$ cat config.mk
export PLATFORM = sky130hd
export DESIGN_NAME = quintic_ease_tween_core
export DESIGN_NICKNAME = d
export VERILOG_FILES = /design/src/rtl/core/qet_pkg.sv /design/src/rtl/core/quintic_ease_tween_core.sv /design/src/rtl/core/qet_div.sv /design/src/rtl/core/qet_lane.sv
export SDC_FILE = /design/constraint.sdc
export NUM_CORES = 2
export LEC_CHECK = 0
export BUFFER_PORTS_ARGS = -buffer_cell sky130_fd_sc_hd__buf_2
export CAP_MARGIN = 20
export CORE_UTILIZATION = 35
export DETAILED_ROUTE_END_ITERATION = 7
export PLACE_DENSITY_LB_ADDON = 0.08
export REMOVE_ABC_BUFFERS = 1
export SYNTH_ARGS = -nofsm -noshare
export SYNTH_HDL_FRONTEND = slang
export SYNTH_SLANG_ARGS = --single-unit
export TNS_END_PERCENT = 1
$ cat constraint.sdc
create_clock -name clk -period 10.6 [get_ports clk]
set_input_delay 1.06 -clock clk [delete_from_list [all_inputs] [get_ports clk]]
set_output_delay 1.06 -clock clk [all_outputs]
set_load 0.1 [all_outputs]
$ cat src/rtl/core/qet_pkg.sv
// ----------------------------------------------------------------------------
// qet_pkg: shared types and constants of the quintic easing tween core
// Payload structs, control bundles, fixed-point constants and register codes.
// ----------------------------------------------------------------------------
`default_nettype none

package qet_pkg;

  // Fixed-point layout.
  localparam int FRAC_W    = 16;            // fraction bits of Q16.16 and Q2.16
  localparam int POS_W     = 32;            // coordinate width
  localparam int DUR_W     = 32;            // duration width
  localparam int DT_W      = 24;            // time delta width
  localparam int ELAPSED_W = 33;            // elapsed time width
  localparam int Q_W       = FRAC_W + 2;    // normalized time, Q2.16
  localparam int M_W       = FRAC_W + 1;    // power base, at most 1.0
  localparam int PROD_W    = 2 * M_W - 1;   // power product, at most 2^32

  // Digit-serial multiplier layout.
  localparam int DIGIT_W    = 4;
  localparam int MUL_DIGITS = 5;
  localparam int SHIFT_W    = DIGIT_W * MUL_DIGITS;
  localparam int DCNT_W     = $clog2(MUL_DIGITS);

  // Coordinate lane layout.
  localparam int DIFF_W = POS_W + 1;
  localparam int PP_W   = DIFF_W + DIGIT_W + 1;
  localparam int ACC_W  = 52;
  localparam int SUM_W  = ACC_W - FRAC_W;

  // Divider step counter: up to FRAC_W + 2 steps.
  localparam int DCYC_W = $clog2(FRAC_W + 3);

  localparam logic [Q_W-1:0]   ONE_Q16 = Q_W'(65536);
  localparam logic [Q_W-1:0]   TWO_Q16 = Q_W'(131072);
  localparam logic [POS_W-1:0] POS_MAX = 32'h7FFF_FFFF;
  localparam logic [POS_W-1:0] POS_MIN = 32'h8000_0000;
  localparam logic [DUR_W-1:0] DUR_RESET = 32'h0001_0000;

  // Ease mode codes.
  localparam logic [1:0] MODE_IN    = 2'd0;
  localparam logic [1:0] MODE_OUT   = 2'd1;
  localparam logic [1:0] MODE_INOUT = 2'd2;
  localparam logic [1:0] MODE_ZERO  = 2'd3;

  // Configuration register indexes.
  localparam int CFG_IDX_W = 3;
  localparam logic [CFG_IDX_W-1:0] REG_EASE_MODE = 3'd0;
  localparam logic [CFG_IDX_W-1:0] REG_DURATION  = 3'd1;
  localparam logic [CFG_IDX_W-1:0] REG_START_X   = 3'd2;
  localparam logic [CFG_IDX_W-1:0] REG_START_Y   = 3'd3;
  localparam logic [CFG_IDX_W-1:0] REG_START_Z   = 3'd4;
  localparam logic [CFG_IDX_W-1:0] REG_END_X     = 3'd5;
  localparam logic [CFG_IDX_W-1:0] REG_END_Y     = 3'd6;
  localparam logic [CFG_IDX_W-1:0] REG_END_Z     = 3'd7;

  // Input item: one time tick.
  typedef struct packed {
    logic [DT_W-1:0] time_delta;
    logic            restart;
  } tick_t;

  // Result item: one position.
  typedef struct packed {
    logic signed [POS_W-1:0] pos_x;
    logic signed [POS_W-1:0] pos_y;
    logic signed [POS_W-1:0] pos_z;
    logic                    done_res;
  } pos_t;

  // Divider request.
  typedef struct packed {
    logic start;
    logic half;
  } div_ctl_t;

  // Coordinate lane sequencing.
  typedef struct packed {
    logic               load;
    logic               step;
    logic               fin;
    logic               half;
    logic [DIGIT_W-1:0] digit;
  } lane_ctl_t;

endpackage

`default_nettype wire

$ cat src/rtl/core/quintic_ease_tween_core.sv
// ----------------------------------------------------------------------------
// quintic_ease_tween_core: quintic easing tween of a three-coordinate position
// Each tick advances a saturating elapsed time and yields the eased position
// between the configured start and end points, or the end point once done.
//
//   channel | signals                          | role
//   --------+----------------------------------+---------------------------
//   cfg     | cfg_we, cfg_index, cfg_data      | register write, no wait
//   tick    | tick_valid, tick_stall, tick     | input item, time tick
//   pos     | pos_valid, pos_stall, pos        | result item, position
//
// A tick while stopped yields nothing. End-point and zero results pass through
// the check and output states after the tick is taken. Eased results pass
// through the bit-serial divider, four digit-serial power passes, the blend
// factor and the lane digit steps before the output state.
// tick_stall is high from the accepted tick until its result is registered;
// a result waits in the output register while pos_stall is high.
// Reset is synchronous and sets the settings, the sequencer and pos_valid.
// ----------------------------------------------------------------------------
`default_nettype none

module quintic_ease_tween_core (
  input  logic                            clk,
  input  logic                            rst,
  input  logic                            cfg_we,
  input  logic [qet_pkg::CFG_IDX_W-1:0]   cfg_index,
  input  logic [31:0]                     cfg_data,
  input  logic                            tick_valid,
  output logic                            tick_stall,
  input  qet_pkg::tick_t                  tick,
  output logic                            pos_valid,
  input  logic                            pos_stall,
  output qet_pkg::pos_t                   pos
);

  import qet_pkg::*;

  // Sequencer states.
  localparam logic [2:0] S_IDLE  = 3'd0;
  localparam logic [2:0] S_CHK   = 3'd1;
  localparam logic [2:0] S_DIV   = 3'd2;
  localparam logic [2:0] S_POW   = 3'd3;
  localparam logic [2:0] S_ALPHA = 3'd4;
  localparam logic [2:0] S_STEP  = 3'd5;
  localparam logic [2:0] S_FIN   = 3'd6;
  localparam logic [2:0] S_OUT   = 3'd7;

  // Result sources.
  localparam logic [1:0] RES_END  = 2'd0;
  localparam logic [1:0] RES_ZERO = 2'd1;
  localparam logic [1:0] RES_LANE = 2'd2;

  // Blend factor forms from the final power.
  localparam logic [1:0] ALPHA_DIRECT = 2'd0;
  localparam logic [1:0] ALPHA_ONE    = 2'd1;
  localparam logic [1:0] ALPHA_TWO    = 2'd2;

  localparam int                POW_PASSES = 4;
  localparam logic [1:0]        PASS_LAST  = 2'(POW_PASSES - 1);
  localparam logic [DCNT_W-1:0] DIG_LAST   = DCNT_W'(MUL_DIGITS - 1);

  // Configuration registers.
  logic [1:0]       ease_mode;
  logic [DUR_W-1:0] duration;
  logic [POS_W-1:0] start_x, start_y, start_z;
  logic [POS_W-1:0] end_x, end_y, end_z;

  // Tween state and sequencing.
  logic [ELAPSED_W-1:0] elapsed;
  logic                 running;
  logic [2:0]           state;
  logic [1:0]           res_kind;
  logic                 res_done;
  logic [M_W-1:0]       m;
  logic [SHIFT_W-1:0]   mr;
  logic [PROD_W-1:0]    macc;
  logic [1:0]           amode;
  logic [1:0]           pcnt;
  logic [DCNT_W-1:0]    dcnt;
  logic [SHIFT_W-1:0]   ash;

  logic                   accept;
  logic                   out_free;
  logic                   run_now;
  logic [ELAPSED_W-1:0]   el_base;
  logic [ELAPSED_W:0]     el_sum;
  logic [ELAPSED_W-1:0]   el_sat;
  logic                   past_end;
  logic                   dur_zero;
  logic [M_W+DIGIT_W-1:0] pdig;
  logic [PROD_W-1:0]      macc_next;
  logic [M_W-1:0]         pw;
  logic [M_W-1:0]         m_sel;
  logic [1:0]             amode_sel;
  logic [Q_W-1:0]         alpha;
  logic [Q_W-1:0]         div_q;
  logic                   div_done;
  div_ctl_t               div_ctl;
  lane_ctl_t              lane_ctl;
  logic [POS_W-1:0]       lane_x, lane_y, lane_z;

  assign tick_stall = (state != S_IDLE);
  assign accept     = tick_valid && !tick_stall;
  assign out_free   = !pos_valid || !pos_stall;

  // Elapsed time update for an accepted tick.
  always_comb begin
    run_now = tick.restart || running;
    el_base = tick.restart ? '0 : elapsed;
    el_sum  = {1'b0, el_base} + (ELAPSED_W + 1)'(tick.time_delta);
    el_sat  = el_sum[ELAPSED_W] ? '1 : el_sum[ELAPSED_W-1:0];
  end

  assign past_end = (elapsed > {1'b0, duration});
  assign dur_zero = (duration == '0);

  // One digit step of the power multiplier.
  assign pdig      = m * mr[SHIFT_W-1 -: DIGIT_W];
  assign macc_next = {macc[PROD_W-DIGIT_W-1:0], {DIGIT_W{1'b0}}} + PROD_W'(pdig);
  assign pw        = macc_next[PROD_W-1:FRAC_W];

  // Power base and blend form from the normalized time.
  always_comb begin
    unique case (ease_mode)
      MODE_IN: begin
        m_sel     = div_q[M_W-1:0];
        amode_sel = ALPHA_DIRECT;
      end
      MODE_OUT: begin
        m_sel     = M_W'(ONE_Q16 - div_q);
        amode_sel = ALPHA_ONE;
      end
      MODE_INOUT: begin
        if (div_q < ONE_Q16) begin
          m_sel     = div_q[M_W-1:0];
          amode_sel = ALPHA_DIRECT;
        end else begin
          m_sel     = M_W'(TWO_Q16 - div_q);
          amode_sel = ALPHA_TWO;
        end
      end
      MODE_ZERO: begin
        m_sel     = '0;
        amode_sel = ALPHA_DIRECT;
      end
    endcase
  end

  // Blend factor from the fifth power held in the multiplier register.
  always_comb begin
    unique case (amode)
      ALPHA_ONE: alpha = ONE_Q16 - {1'b0, mr[M_W-1:0]};
      ALPHA_TWO: alpha = TWO_Q16 - {1'b0, mr[M_W-1:0]};
      default:   alpha = {1'b0, mr[M_W-1:0]};
    endcase
  end

  // Divider and lane controls.
  always_comb begin
    div_ctl.start  = (state == S_CHK) && !past_end && !dur_zero && (ease_mode != MODE_ZERO);
    div_ctl.half   = (ease_mode == MODE_INOUT);
    lane_ctl.load  = (state == S_ALPHA);
    lane_ctl.step  = (state == S_STEP);
    lane_ctl.fin   = (state == S_FIN);
    lane_ctl.half  = (ease_mode == MODE_INOUT);
    lane_ctl.digit = ash[SHIFT_W-1 -: DIGIT_W];
  end

  qet_div u_div (
    .clk  (clk),
    .rst  (rst),
    .ctl  (div_ctl),
    .num  (elapsed[DUR_W-1:0]),
    .den  (duration),
    .q    (div_q),
    .done (div_done)
  );

  qet_lane u_lane_x (
    .clk       (clk),
    .ctl       (lane_ctl),
    .start_val (start_x),
    .end_val   (end_x),
    .result    (lane_x)
  );

  qet_lane u_lane_y (
    .clk       (clk),
    .ctl       (lane_ctl),
    .start_val (start_y),
    .end_val   (end_y),
    .result    (lane_y)
  );

  qet_lane u_lane_z (
    .clk       (clk),
    .ctl       (lane_ctl),
    .start_val (start_z),
    .end_val   (end_z),
    .result    (lane_z)
  );

  // Configuration writes.
  always_ff @(posedge clk) begin
    if (rst) begin
      ease_mode <= MODE_IN;
      duration  <= DUR_RESET;
      start_x   <= '0;
      start_y   <= '0;
      start_z   <= '0;
      end_x     <= '0;
      end_y     <= '0;
      end_z     <= '0;
    end else if (cfg_we) begin
      unique case (cfg_index)
        REG_EASE_MODE: ease_mode <= cfg_data[1:0];
        REG_DURATION:  duration  <= cfg_data;
        REG_START_X:   start_x   <= cfg_data;
        REG_START_Y:   start_y   <= cfg_data;
        REG_START_Z:   start_z   <= cfg_data;
        REG_END_X:     end_x     <= cfg_data;
        REG_END_Y:     end_y     <= cfg_data;
        REG_END_Z:     end_z     <= cfg_data;
      endcase
    end
  end

  // Main sequencer.
  always_ff @(posedge clk) begin
    if (rst) begin
      state    <= S_IDLE;
      elapsed  <= '0;
      running  <= 1'b0;
      res_kind <= RES_END;
      res_done <= 1'b0;
      pcnt     <= '0;
      dcnt     <= '0;
    end else begin
      unique case (state)
        S_IDLE: begin
          if (accept && run_now) begin
            elapsed <= el_sat;
            running <= 1'b1;
            state   <= S_CHK;
          end
        end
        S_CHK: begin
          priority if (past_end) begin
            res_kind <= RES_END;
            res_done <= 1'b1;
            running  <= 1'b0;
            state    <= S_OUT;
          end else if (dur_zero) begin
            res_kind <= RES_END;
            res_done <= 1'b0;
            state    <= S_OUT;
          end else if (ease_mode == MODE_ZERO) begin
            res_kind <= RES_ZERO;
            res_done <= 1'b0;
            state    <= S_OUT;
          end else begin
            state <= S_DIV;
          end
        end
        S_DIV: begin
          if (div_done) begin
            m     <= m_sel;
            mr    <= {{(SHIFT_W-M_W){1'b0}}, m_sel};
            macc  <= '0;
            amode <= amode_sel;
            pcnt  <= '0;
            dcnt  <= '0;
            state <= S_POW;
          end
        end
        S_POW: begin
          if (dcnt == DIG_LAST) begin
            // End of one pass: the truncated product is the next multiplier.
            mr   <= {{(SHIFT_W-M_W){1'b0}}, pw};
            macc <= '0;
            dcnt <= '0;
            pcnt <= pcnt + 2'd1;
            if (pcnt == PASS_LAST) begin
              state <= S_ALPHA;
            end
          end else begin
            mr   <= {mr[SHIFT_W-DIGIT_W-1:0], {DIGIT_W{1'b0}}};
            macc <= macc_next;
            dcnt <= dcnt + DCNT_W'(1);
          end
        end
        S_ALPHA: begin
          ash   <= {{(SHIFT_W-Q_W){1'b0}}, alpha};
          dcnt  <= '0;
          state <= S_STEP;
        end
        S_STEP: begin
          ash <= {ash[SHIFT_W-DIGIT_W-1:0], {DIGIT_W{1'b0}}};
          if (dcnt == DIG_LAST) begin
            dcnt  <= '0;
            state <= S_FIN;
          end else begin
            dcnt <= dcnt + DCNT_W'(1);
          end
        end
        S_FIN: begin
          res_kind <= RES_LANE;
          res_done <= 1'b0;
          state    <= S_OUT;
        end
        S_OUT: begin
          if (out_free) begin
            state <= S_IDLE;
          end
        end
      endcase
    end
  end

  // Output register.
  always_ff @(posedge clk) begin
    if (rst) begin
      pos_valid <= 1'b0;
    end else if (state == S_OUT && out_free) begin
      pos_valid <= 1'b1;
    end else if (pos_valid && !pos_stall) begin
      pos_valid <= 1'b0;
    end
  end

  always_ff @(posedge clk) begin
    if (state == S_OUT && out_free) begin
      pos.done_res <= res_done;
      unique case (res_kind)
        RES_ZERO: begin
          pos.pos_x <= '0;
          pos.pos_y <= '0;
          pos.pos_z <= '0;
        end
        RES_LANE: begin
          pos.pos_x <= lane_x;
          pos.pos_y <= lane_y;
          pos.pos_z <= lane_z;
        end
        default: begin
          pos.pos_x <= end_x;
          pos.pos_y <= end_y;
          pos.pos_z <= end_z;
        end
      endcase
    end
  end

`ifndef SYNTHESIS
  // A new result only comes from the output state.
  a_out_from_seq: assert property (@(posedge clk) disable iff (rst)
    $rose(pos_valid) |-> $past(state) == S_OUT)
    else $error("result raised outside the output state");

  // The divider only finishes while the sequencer waits for it.
  a_div_in_place: assert property (@(posedge clk) disable iff (rst)
    div_done |-> state == S_DIV)
    else $error("divider finished outside the divide state");

  // A finished move leaves the block stopped.
  a_done_stops: assert property (@(posedge clk) disable iff (rst)
    (state == S_OUT && res_done) |-> !running)
    else $error("done result while still running");

  // A tick while stopped yields nothing and leaves the block idle.
  a_stopped_tick: assert property (@(posedge clk) disable iff (rst)
    (accept && !tick.restart && !running) |=> state == S_IDLE)
    else $error("stopped tick started work");
`endif

endmodule

`default_nettype wire

$ cat src/rtl/core/qet_div.sv
// ----------------------------------------------------------------------------
// qet_div: bit-serial normalized time divider
// Forms floor(num * 2^F / den) for num <= den, one quotient bit per cycle,
// with F = 16, or F = 17 when the half flag is set.
// ----------------------------------------------------------------------------
`default_nettype none

module qet_div (
  input  logic                   clk,
  input  logic                   rst,
  input  qet_pkg::div_ctl_t      ctl,
  input  logic [31:0]            num,
  input  logic [31:0]            den,
  output logic [qet_pkg::Q_W-1:0] q,
  output logic                   done
);

  import qet_pkg::*;

  logic              busy;
  logic              first;
  logic [DCYC_W-1:0] cnt;
  logic [DUR_W:0]    r;
  logic [DUR_W:0]    rs;
  logic [DUR_W:0]    rdiff;
  logic              ge;

  // The first step takes the integer bit without a shift.
  always_comb begin
    rs    = first ? r : {r[DUR_W-1:0], 1'b0};
    ge    = (rs >= {1'b0, den});
    rdiff = rs - {1'b0, den};
  end

  // Restoring division, one step per cycle.
  always_ff @(posedge clk) begin
    if (rst) begin
      busy  <= 1'b0;
      done  <= 1'b0;
      first <= 1'b0;
      cnt   <= '0;
    end else begin
      done <= 1'b0;
      if (ctl.start) begin
        busy  <= 1'b1;
        first <= 1'b1;
        cnt   <= ctl.half ? DCYC_W'(FRAC_W + 2) : DCYC_W'(FRAC_W + 1);
        r     <= {1'b0, num};
        q     <= '0;
      end else if (busy) begin
        r     <= ge ? rdiff : rs;
        q     <= {q[Q_W-2:0], ge};
        first <= 1'b0;
        cnt   <= cnt - DCYC_W'(1);
        if (cnt == DCYC_W'(1)) begin
          busy <= 1'b0;
          done <= 1'b1;
        end
      end
    end
  end

endmodule

`default_nettype wire

$ cat src/rtl/core/qet_lane.sv
// ----------------------------------------------------------------------------
// qet_lane: digit-serial coordinate interpolation lane
// Multiplies (end - start) by the blend factor one digit per cycle, then
// shifts, adds the start point and saturates to the signed 32-bit range.
// ----------------------------------------------------------------------------
`default_nettype none

module qet_lane (
  input  logic                       clk,
  input  qet_pkg::lane_ctl_t         ctl,
  input  logic [qet_pkg::POS_W-1:0]  start_val,
  input  logic [qet_pkg::POS_W-1:0]  end_val,
  output logic [qet_pkg::POS_W-1:0]  result
);

  import qet_pkg::*;

  logic signed [DIFF_W-1:0] diff;
  logic signed [PP_W-1:0]   pp;
  logic [ACC_W-1:0]         acc;
  logic [ACC_W-1:0]         acc_next;
  logic [SUM_W-1:0]         shv;
  logic [SUM_W-1:0]         sum;
  logic [POS_W-1:0]         sat;

  // One digit of the blend factor against the signed difference.
  assign pp       = diff * $signed({1'b0, ctl.digit});
  assign acc_next = {acc[ACC_W-DIGIT_W-1:0], {DIGIT_W{1'b0}}}
                  + {{(ACC_W-PP_W){pp[PP_W-1]}}, pp};

  // Floor shift by 16, or by 17 for the in-out curve, then add and saturate.
  always_comb begin
    shv = ctl.half ? {acc[ACC_W-1], acc[ACC_W-1:FRAC_W+1]} : acc[ACC_W-1:FRAC_W];
    sum = {{(SUM_W-POS_W){start_val[POS_W-1]}}, start_val} + shv;
    if (sum[SUM_W-1:POS_W-1] == {(SUM_W-POS_W+1){sum[SUM_W-1]}}) begin
      sat = sum[POS_W-1:0];
    end else if (sum[SUM_W-1]) begin
      sat = POS_MIN;
    end else begin
      sat = POS_MAX;
    end
  end

  // Lane registers.
  always_ff @(posedge clk) begin
    if (ctl.load) begin
      diff <= $signed({end_val[POS_W-1], end_val}) - $signed({start_val[POS_W-1], start_val});
      acc  <= '0;
    end else if (ctl.step) begin
      acc <= acc_next;
    end
    if (ctl.fin) begin
      result <= sat;
    end
  end

endmodule

`default_nettype wire

== Word-level counts from Yosys, hierarchy flattened ==
Cells that the tools add are included.
Word-level totals
  bits in registers: 867
  latch bits: 0
  memory bits (writable): 0
  bits in read-only memories: 0
  input port bits: 65
  output and inout port bits: 99
  memories kept: 0
Cells by class
  add/subtract/negate cells: 19
  multipliers: 4
  div/mod/pow operators: 0
  $lt $le $gt $ge: 3
  eq/ne operators: 36
  shift-type cells: 0
  multiplexer cells: 67
  bitwise logic cells: 2
  reduce and logical (&&, ||, !) cells: 47
Operator list (count)
  32-bit two-way mux: 7
  96-bit one-hot mux with 2 select lines: 1
  33-bit two-way mux: 5
  52-bit adder: 3
  33-bit by 5-bit multiplier with 38-bit output: 3
  36-bit adder: 3
  35-bit two-way mux: 3
  32-bit by 32-bit subtractor with 33-bit output: 3
  20-bit one-hot mux with 2 select lines: 2
  17-bit one-hot mux with 4 select lines: 1
  29-bit two-way mux: 2
  29-bit one-hot mux with 2 select lines: 1
  20-bit two-way mux: 2
  18-bit one-hot mux with 2 select lines: 1
  33-bit by 24-bit adder with 34-bit output: 1
  33-bit by 21-bit adder with 33-bit output: 1
  33-bit by 32-bit greater-or-equal comparator with 1-bit output: 1
  33-bit by 32-bit greater-than comparator with 1-bit output: 1
  3-bit two-way mux: 11
  33-bit by 32-bit subtractor with 33-bit output: 1
  32-bit zero test: 1
  3-bit equality test, second input constant: 9
  2-bit AND reduction: 13
  3-bit one-hot mux with 8 select lines: 1
  other kinds (39): 101

== Longest topological paths before layout ==
  depth after elaboration: 7
  mapped depth: 36
  gate-level depth less buffers: 32

== Hierarchy ==
From an unflattened synthesis, not the netlist that was laid out.
Unflattened totals
  cells, all modules: 8686
  area total of the unflattened synthesis: 75004.4 um^2
By module, submodules not included
  quintic_ease_tween_core: instances 1, cells each 2546, area an instance 23044.6 um^2, seq. area each 11000.6 um^2
  qet_lane (u_lane_x): instances 1, cells each 1890, area an instance 15660.0 um^2, seq. area each 2992.9 um^2
  qet_lane (u_lane_z): instances 1, cells each 1851, area an instance 15651.3 um^2, seq. area each 2992.9 um^2
  qet_lane (u_lane_y): instances 1, cells each 1809, area an instance 15371.0 um^2, seq. area each 2992.9 um^2
  qet_div: instances 1, cells each 590, area an instance 5277.6 um^2, seq. area each 1691.6 um^2

== Worst setup path after synthesis ==
OpenSTA, ideal clock, no wires.
  path type: reg-to-reg
  start: reg ash[19]
  end: reg u_lane_y.acc[50]
  library setup time: 129 ps
  data arrival time: 7283 ps
  data required time: 10471 ps
  setup slack: 3188 ps
  stages on the path, launching flop included: 34
  period minus slack after synthesis: 7412 ps
  cell sequence: edfxtp_1 clkbuf_1 clkbuf_1 clkbuf_1 and2_1 ha_1 fa_1 inv_1 fa_1 inv_1 ha_1 clkbuf_1 a211oi_1 and3_1 a21oi_1 a2111oi_0 a21boi_1 o2111ai_1 a21boi_0 o21ai_1 a21oi_1 xnor2_1 ha_1 inv_1 o21bai_1 a21o_1 a21oi_1 o21ai_0 a221oi_1 o21ai_0 a21o_1 a221oi_1 xor2_1 o21ai_0
On the way
  word-level cells in the longest chain between the ends: 2
Ends and longest elaborated chain
  start: declaration: line quintic_ease_tween_core.sv:80  | logic [SHIFT_W-1:0] ash;
  start signal: assignment: line quintic_ease_tween_core.sv:293  | ash <= {{(SHIFT_W-Q_W){1'b0}}, alpha};
  start signal: assignment: line quintic_ease_tween_core.sv:298  | ash <= {ash[SHIFT_W-DIGIT_W-1:0], {DIGIT_W{1'b0}}};
  33-bit by 5-bit multiplier with 38-bit output: line qet_lane.sv:27  | assign pp = diff * $signed({1'b0, ctl.digit});
  52-bit adder: line qet_lane.sv:29  | + {{(ACC_W-PP_W){pp[PP_W-1]}}, pp};
  end signal: assignment: line qet_lane.sv:50  | acc <= acc_next;
  end: declaration: line qet_lane.sv:20  | logic [ACC_W-1:0] acc;
Every way passes these cells.
A chain may end at the register's enable or synchronous reset.

== Final worst setup path ==
  start: reg ash[18]
  end: reg u_lane_y.acc[49]
The elaborated chain is that of the path after synthesis.

==> flow_metrics.env <==
export IMPL_hp_class="reg2reg"
export IMPL_seq_area_um2=21700
export IMPL_setup_viol=0
export IMPL_clkSlewWorstSetupHoldPaths_ns=0.07
export IMPL_max_freq_mhz=116
export IMPL_status="complete, no violations"
export IMPL_nets=9444
export IMPL_place_area_um2=75200
export IMPL_cts_resized=0
export IMPL_antenna_found_initial=18
export IMPL_via_per_inst=5.26
export IMPL_crit_type="reg2reg"
export IMPL_setup_worst_path_start="ash[18]$_SDFFCE_PN0P_"
export IMPL_powerDensity_nw_per_um2=236
export IMPL_grt_overflow=0
export IMPL_hold_path_startpoint="u_lane_x.acc[5]$_SDFFE_PP0P_"
export IMPL_final_area_um2=79200
export IMPL_fin_crit_ns=8.61
export IMPL_dp_cells=11000
export IMPL_drt_initial_drc_count=3794
export IMPL_relSlewSlack_pct=24.1
export IMPL_drtPass1Iterations=8
export IMPL_critPathRequiredTime_ns=11.23
export IMPL_tightestPinTransition_ns=1.13
export IMPL_ys_seq_area_share_pct=30.3
export IMPL_cts_sinks=867
export IMPL_synthArstFlopShare_pct=0
export IMPL_ys_warn_count=0
export IMPL_met2_length_um=108000
export IMPL_min_to="u_lane_x.acc[5]$_SDFFE_PP0P_"
export IMPL_finClkSkew_ns=0.0429
export IMPL_p_leak_nw=34.6
export IMPL_grt_max_degree=82
export IMPL_r2r_start="ash[18]$_SDFFCE_PN0P_"
export IMPL_m1WireLength_um=110000
export IMPL_postCtsSetupRepairBufs=0
export IMPL_routedWlPerCell_um=20.8
export IMPL_grt_setup_unrepaired="no"
export IMPL_yosys_register_bits=867
export IMPL_route_met3_wl_um=9260
export IMPL_syn_area_per_cell_um2=8.52
export IMPL_r2r_slack_ns=1.99
export IMPL_start_util_pct=35.3
export IMPL_vias=58900
export IMPL_worstHoldPathCells=2
export IMPL_tns_ns=0
export IMPL_worstPathArrival_ns=9.23
export IMPL_cts_max_level=3
export IMPL_hold_viol_final=0
export IMPL_ir_drop_mv=0.151
export IMPL_cts_root_buf="clkbuf_16"
export IMPL_die_area_um2=206000
export IMPL_grt_pass1_vias=57700
export IMPL_end_kind="register"
export IMPL_n_fill_cell=20700
export IMPL_whs_ns=0.447
export IMPL_cp_max_fo=66
export IMPL_synth_ff_type="dfxtp_1"
export IMPL_synth_cells=8388
export IMPL_numCtsBuffers=116
export IMPL_post_route_drc_count=0
export IMPL_final_layout_size_suffix_gt1_share_pct=7.44
export IMPL_multiInputGateArea_um2=46000
export IMPL_clk_latency_ns=0.78
export IMPL_drv_slew=0
export IMPL_slowest_delay_ns=0.71
export IMPL_fin_cells=11200
export IMPL_reg2reg_depth=33
export IMPL_grt_usage_pct=22.4
export IMPL_ant_nets=0
export IMPL_grt_pass1_wl_um=356000
export IMPL_fp_row_count=165
export IMPL_netlist_area_um2=71500
export IMPL_synth_edf_count=431
export IMPL_syn_to_final_growth_pct=10.9
export IMPL_die_w_um=454
export IMPL_cts_tree="done"
export IMPL_cts_hold_buf=0
export IMPL_clockBufferDepth=3
export IMPL_critPathLaunchType="register"
export IMPL_yosysUniqueCellTypes=87
export IMPL_numPortBuffers=163
export IMPL_dp_hpwl_um=176000
export IMPL_gp_congestion=0.881
export IMPL_maxUsedRoutingLayer="met4"
export IMPL_ios=164
export IMPL_rr_endpoint="u_lane_y.acc[49]$_SDFFE_PP0P_"
export IMPL_coreArea_um2=203000
export IMPL_routed_wl_um=233000
export IMPL_post_route_period_util_pct=81.2
export IMPL_die_y_um=454
export IMPL_critPathSlowestCell="edfxtp_1"
export IMPL_drv_cap=0
[registers in the layout, summed over array words and instances, names as in the netlist, 18 cells and up]
signal,flops
ash,20
duration,32
elapsed,33
end_x,32
end_y,32
end_z,32
macc,29
mr,20
pos,97
start_x,32
start_y,32
start_z,32
u_div.q,18
u_div.r,33
u_lane_x.acc,52
u_lane_x.diff,33
u_lane_x.result,32
u_lane_y.acc,52
u_lane_y.diff,33
u_lane_y.result,32
u_lane_z.acc,52
u_lane_z.diff,33
u_lane_z.result,32
[where the power goes]
part,switching (mW),internal (mW)
clock network,1.68,2.51
registers,0.495,4.27
logic,5.81,3.92
[layout make-up]
class,count,share of cell area (%)
Timing Repair Buffer,233,1.78
Inverter,739,3.50
Sequential cell,867,27.4
Antenna cell,7,0.0221
Multi-Input combinational cell,6458,58.1
Clock buffer,158,4.15
Tap cell,2672,4.22
Clock inverter,63,0.922
[metrics by stage]
step | worst slack, ns | total power [mW] | utilization, %
floorplan | -0.610 | 11.9 | -
finish | 1.99 | 18.7 | 39.1
global route | 1.21 | 20.1 | 39.1
global placement | 2.11 | 14.5 | 37.1
CTS | 1.96 | 18.8 | 39.1
detailed placement | 2.01 | 14.5 | 37.1
[kinds of logic (layout without fill, tap and decap cells)]
kind of cell	Yosys count	count (layout)	share of synthesized area [%]
XOR/XNOR	507	507	6.21
AND/OR/NAND/NOR	2639	2639	17.1
multiplexers	157	157	2.44
other	0	7	0
adder cells (fa/ha/maj)	964	964	19.6
flip-flops	867	867	30.3
buffers and inverters	1063	1193	5.61
AO/OA/AOI/OAI	2191	2191	18.7
[placed cells by master (no fill, tap or decap), drive strengths merged, types with 31 or more instances in the layout]
cell type / synthesis / layout
inv: 739 / 751
nand4: 57 / 57
nor3: 86 / 86
o21ai: 561 / 561
nand2b: 76 / 76
a311oi: 31 / 31
a31oi: 65 / 65
o21bai: 67 / 67
xnor2: 336 / 336
o31ai: 39 / 39
nor2b: 93 / 93
nand3: 116 / 116
a211oi: 46 / 46
or3: 34 / 34
ha: 706 / 706
and3: 68 / 68
o21a: 69 / 69
fa: 258 / 258
nand2: 1224 / 1224
buf: 22 / 233
a21o: 328 / 328
and2: 375 / 375
edfxtp: 431 / 431
mux2: 138 / 138
clkbuf: 302 / 158
a21oi: 767 / 767
nor2: 434 / 434
xor2: 171 / 171
dfxtp: 436 / 436
[worst max-delay path: cells and delay by family (launching register included)]
| kind | cells | cell delay, ns |
|---|---|---|
| xor gates and xnor gates | 2 | 0.34 |
| DFF | 1 | 0.71 |
| adders and majority gates | 5 | 1.92 |
| and+or+nand+nor | 5 | 0.74 |
| AOI/OAI and AO/OA | 18 | 4.25 |
| buffers and inverters | 3 | 0.43 |
[per-layer routing]
metal  up-vias  GRT usage, %
li1      29100             -
met1     28400          30.8
met2      1144          37.4
met3       258          1.97
met4         0          6.13
met5         -             0
[how the worst max path moves through the flow]
stage | to | depth (start not counted)
2_1_floorplan | u_lane_z.result[0]$_DFFE_PP_ | 16
3_3_place_gp | u_lane_y.acc[49]$_SDFFE_PP0P_ | 33
3_5_place_dp | u_lane_y.acc[49]$_SDFFE_PP0P_ | 33
5_1_grt | u_lane_y.acc[49]$_SDFFE_PP0P_ | 33
6_report | u_lane_y.acc[49]$_SDFFE_PP0P_ | 33
4_1_cts | u_lane_y.acc[49]$_SDFFE_PP0P_ | 33
[Yosys cell counts (25+ instances only)]
cell,n,share of area [%]
a211oi_1,46,0.48
a21o_1,328,3.4
a21oi_1,767,5.4
a221oi_1,25,0.31
a311oi_1,31,0.38
a31oi_1,65,0.57
and2_1,374,3.3
and3_1,68,0.60
clkbuf_1,300,1.6
dfxtp_1,436,12
edfxtp_1,431,18
fa_1,258,7.2
ha_1,706,12
inv_1,738,3.9
mux2_2,138,2.2
nand2_1,1224,6.4
nand2b_1,76,0.67
nand3_1,116,0.81
nand4_1,57,0.50
nor2_1,434,2.3
nor2b_1,93,0.81
nor3_1,86,0.60
o211ai_1,25,0.26
o21a_1,69,0.72
o21ai_0,458,3.2
o21ai_1,102,0.71
o21bai_1,67,0.70
o31ai_1,39,0.41
or3_1,31,0.27
xnor2_1,336,4.1
xor2_1,171,2.1
Power figures use the tool's default switching activity.
